`src/rtl/pphs_pkg.sv`:
```
// Shared types and constants for the preemptive priority heap scheduler.
// Used by the controller, the datapath and the top level.
`timescale 1ns / 1ps
`default_nettype none
package pphs_pkg;
   localparam int HeapDepth = 32;
   localparam int IdxW = $clog2(HeapDepth);
   localparam int CntW = $clog2(HeapDepth + 1);

   localparam logic [2:0] StAccepted = 3'd0;
   localparam logic [2:0] StFull     = 3'd1;
   localparam logic [2:0] StZero     = 3'd2;
   localparam logic [2:0] StIdle     = 3'd3;
   localparam logic [2:0] StRan      = 3'd4;
   localparam logic [2:0] StFinished = 3'd5;

   typedef struct packed {
      logic [7:0]  prio;
      logic [7:0]  id;
      logic [15:0] orig;
      logic [15:0] remain;
      logic [31:0] arrival;
      logic        started;
   } entry_type;

   typedef enum logic [3:0] {
      CmdNone, CmdLoad, CmdReject, CmdArrive, CmdIdle, CmdPop, CmdReadKids,
      CmdCmpKids, CmdDownPlace, CmdResult, CmdReadUp, CmdCmpUp, CmdUpPlace,
      CmdFinish
   } cmd_type;

   typedef struct packed {
      logic empty;
      logic full;
      logic zero_burst;
      logic is_tick;
      logic at_root;
      logic has_kid;
      logic up_move;
      logic down_move;
      logic reinsert;
   } status_type;
endpackage
`default_nettype wire

```
`src/rtl/pphs_ctrl.sv`:
```
// Sequencing state machine of the scheduler.
// Depends on pphs_pkg; commands pphs_datapath.
`timescale 1ns / 1ps
`default_nettype none
module pphs_ctrl (
   input  wire logic                 clock,
   input  wire logic                 reset,
   input  wire logic                 in_valid,
   output logic                      in_ready,
   output logic                      out_valid,
   input  wire logic                 out_ready,
   input  wire pphs_pkg::status_type stat,
   output pphs_pkg::cmd_type         cmd
);
   import pphs_pkg::*;

   typedef enum logic [3:0] {
      SIdle, SDecide, SDownRd, SDownCmp, SResult, SUpRd, SUpCmp, SFinish, SOut
   } state_type;

   state_type state_ff;
   logic out_valid_ff;

   always_ff @(posedge clock) begin
      if (reset) begin
         state_ff <= SIdle; out_valid_ff <= 1'b0;
      end else begin
         case (state_ff)
            SIdle: if (in_valid) state_ff <= SDecide;
            SDecide: begin
               if (!stat.is_tick)
                  state_ff <= (stat.full || stat.zero_burst) ? SFinish : SUpRd;
               else
                  state_ff <= stat.empty ? SFinish : SDownRd;
            end
            SDownRd: state_ff <= stat.has_kid ? SDownCmp : SResult;
            SDownCmp: state_ff <= stat.down_move ? SDownRd : SResult;
            SResult: state_ff <= stat.reinsert ? SUpRd : SFinish;
            SUpRd: state_ff <= stat.at_root ? SFinish : SUpCmp;
            SUpCmp: state_ff <= stat.up_move ? SUpRd : SFinish;
            SFinish: begin
               state_ff <= SOut; out_valid_ff <= 1'b1;
            end
            SOut: if (out_ready) begin
               out_valid_ff <= 1'b0; state_ff <= SIdle;
            end
            default: state_ff <= SIdle;
         endcase
      end
   end

   always_comb begin
      cmd = CmdNone;
      case (state_ff)
         SIdle: cmd = in_valid ? CmdLoad : CmdNone;
         SDecide: begin
            if (!stat.is_tick)
               cmd = (stat.full || stat.zero_burst) ? CmdReject : CmdArrive;
            else
               cmd = stat.empty ? CmdIdle : CmdPop;
         end
         SDownRd: cmd = stat.has_kid ? CmdReadKids : CmdDownPlace;
         SDownCmp: cmd = CmdCmpKids;
         SResult: cmd = CmdResult;
         SUpRd: cmd = stat.at_root ? CmdUpPlace : CmdReadUp;
         SUpCmp: cmd = CmdCmpUp;
         SFinish: cmd = CmdFinish;
         default: cmd = CmdNone;
      endcase
   end

   assign in_ready = (state_ff == SIdle);
   assign out_valid = out_valid_ff;
endmodule
`default_nettype wire

```
`config.mk`:
```
export PLATFORM = sky130hd
export DESIGN_NAME = pphs_ctrl
export DESIGN_NICKNAME = d
export VERILOG_FILES = /design/src/rtl/pphs_pkg.sv /design/src/rtl/pphs_ctrl.sv
export SDC_FILE = /design/constraint.sdc
export NUM_CORES = 1
export LEC_CHECK = 0
export ABC_AREA = 1
export BUFFER_PORTS_ARGS = -buffer_cell sky130_fd_sc_hd__buf_2
export CORE_AREA = 3 3 40 42
export DETAILED_ROUTE_END_ITERATION = 12
export DIE_AREA = 0 0 43 45
export PLACE_DENSITY = 0.64
export SYNTH_ARGS = -nofsm -noshare
export SYNTH_HDL_FRONTEND = slang
export SYNTH_SLANG_ARGS = --single-unit
```
`constraint.sdc`:
```
create_clock -name clock -period 1.3 [get_ports clock]
set_input_delay 0.325 -clock clock [delete_from_list [all_inputs] [get_ports clock]]
set_output_delay 0.325 -clock clock [all_outputs]
set_load 0.005 [all_outputs]
```
==> reports/metrics.cfg <==
[status]
outcome = finished with violations
violations = negative setup slack

[timing]
drv_slew = 0
clock_skew_ps = 6.02
fin_crit_ps = 1560
slew-limit-headroom_pct = 87.0
finalSetupViolations = 8
grt_setup_unrepaired = yes
worst_slack_ps = -257
max_freq_mhz = 642
fin_crit_sh_pct = 120
tightest_slew_ps = 195
hold_viol_final = 0

[global_routing]
grt_antenna_before_repair = 0
grt_start_max_net_pins = 6
grt-ovfl-total = 0
grt.total_usage_pct = 16.0
grt_pass1_vias = 587
grt_first_pass_wirelength_um = 2390

[routing]
top_layer = met4
first_pass_iters = 4
ant_nets = 0
wl_met3_um = 89
avgViaCountPerCell = 4.81
wl_um = 1610
met2_length_um = 763
drt-met1-wl_um = 717
num_vias = 674
post_drt_wl_per_cell_um = 11.5
drt_iter0_drc = 24
drc = 0

[critical_path]
max_stage_delay_ps = 370
crit_fanout = 3
crit_type = reg2out
startpoint_type = register
crit_slowest_cell = dfxtp_4
crit_required_ps = 980
arrival_ps = 1230
critPathCaptureType = primary output
crit_chain = inv_6 -> nor2_4 -> buf_6 -> a31oi_4 -> nand3_2 -> buf_2

[place]
dpl.hpwl_um = 1030
port_buffers = 18
placed_cell_area_um2 = 634
gp_congestion = 0.794

[finish]
drive_above_1_share_pct = 56.8
antenna_cells = 0
area_growth_pct = 96.8
fin_area_um2 = 857
nFillCells = 100
layout.nets = 139

[clocking]
clockBufferDepth = 2
cts_tree = done
cts_made_buffers = 3
hold_buffers = 0
cts_root_buffer = clkbuf_4
clk_pin_slew_ps = 50
cts_sinks = 5
htreeDepth = 1
insertion_delay_ps = 240

[yosys]
synth_top_cell_by_area = nand2_1
synth.area.top_cells = nand2_1, dfxtp_1, inv_1, nor2_1, nor2_2
ys_seq_elements = 5
syn_area_um2 = 435
post_synth_num_cell_types = 12
syn-instance-count = 83
synth_nets = 96
syn_area_per_cell_um2 = 5.25
yosysWarnings = 0
yosys.area.top_type_share_pct = 24.1
seq_area_frac_synth_pct = 23.0

[die]
die_x_um = 43
dieArea_um2 = 1940
ioPinCount = 19
start_util_pct = 33.9
core_area_um2 = 1280
die_h_um = 45
rows = 13

[power_and_ir_drop]
p_per_area_nw_per_um2 = 2060
power.leakage_nw = 0.447
finalPower_mw = 1.76
peakVddDrop_v = 0.00115

[run]
cap_violations = 0

[min_path]
hp-class = in2reg

[critical path: cells and delay by family (launching register included)]
| family | cells | cell delay, ps |
|---|---|---|
| AOI/OAI and AO/OA | 1 | 180 |
| DFF | 1 | 370 |
| buffers and inverters | 3 | 330 |
| and+or+nand+nor | 2 | 120 |
[logic make-up after synthesis]
| logic type | after synthesis | synth area share, % |
|---|---|---|
| and+or+nand+nor | 53 | 52.0 |
| DFF | 5 | 23.0 |
| AOI/OAI and AO/OA | 9 | 11.2 |
| buffers and inverters | 16 | 13.8 |
[cell usage in the layout, fill, tap and decap left out]
cell / Yosys / routed
nand2_4: 0 / 1
inv_6: 0 / 1
buf_4: 0 / 19
nor2_2: 5 / 4
nand3_1: 6 / 4
buf_6: 0 / 1
nand2_2: 1 / 6
a31oi_1: 3 / 1
nand2_1: 28 / 22
nor2_4: 0 / 7
buf_2: 0 / 18
inv_1: 15 / 12
nor2_1: 11 / 5
dfxtp_1: 5 / 1
clkbuf_4: 0 / 3
inv_4: 0 / 1
nand3_2: 0 / 2
dfxtp_4: 0 / 4
o21ai_0: 2 / 2
inv_2: 1 / 2
a21oi_1: 4 / 4
clkbuf_1: 0 / 1
a31oi_4: 0 / 2
nand4_1: 2 / 2
[where the power goes]
group / switching [mW] / internal [mW]
sequential: 0.106 / 0.223
combinational: 0.654 / 0.607
clock: 0.0583 / 0.116
[stage by stage]
| step | util (%) | hold slack [ps] | TNS [ps] | cells | worst slack [ps] |
|---|---|---|---|---|---|
| detailed placement | 49.4 | 471 | -84.8 | 128 | -31.1 |
| CTS | 58.2 | 299 | -838 | 136 | -219 |
| floorplan | - | 392 | 0 | 83 | 114 |
| finish | 66.7 | 301 | -920 | 140 | -257 |
| global route | 66.7 | 315 | -1410 | 140 | -306 |
| global placement | 49.4 | 465 | -122 | 128 | -46.7 |
[metal layers]
layer / track usage, % / vias to the layer above
met3: 1.99 / 4
met4: 7.83 / 0
met5: 0 / -
li1: - / 346
met1: 19.6 / 301
met2: 27.8 / 23
[worst paths after layout]
| kind | start | to | slack, ps | depth (start not counted) |
|---|---|---|---|---|
| max | state_ff[2]$_SDFFE_PP0P_ | cmd[1] | -260 | 6 |
| min | reset | state_ff[3]$_SDFFE_PP0P_ | 300 | 2 |
| max reg2reg | state_ff[3]$_SDFFE_PP0P_ | state_ff[2]$_SDFFE_PP0P_ | -110 | 9 |
| min reg2reg | out_valid$_SDFFE_PP0P_ | out_valid$_SDFFE_PP0P_ | 480 | 2 |
[Yosys cell counts (all sizes together)]
master   n
inv     16
nand4    2
o21ai    2
a21oi    4
dfxtp    5
nor2    16
a31oi    3
nand3    6
nand2   29
[layout make-up]
class | count | area [um^2] | area share [%]
Inverter | 16 | 67.6 | 7.88
Timing Repair Buffer | 38 | 244 | 28.5
Clock buffer | 4 | 26.3 | 3.07
Sequential cell | 5 | 115 | 13.4
Multi-Input combinational cell | 62 | 385 | 45.0
Tap cell | 15 | 18.8 | 2.19
[registers in the layout (all words and copies together) (netlist names)]
signal / count
out_valid: 1
state_ff: 4
[timing repair]
action	CTS	global route
pin swaps	5	4
setup buffers	4	4
endpoints found under the setup margin	5	6
resized for setup	22	19
hold endpoints to repair	0	0
(Power assumes the default switching activity.)
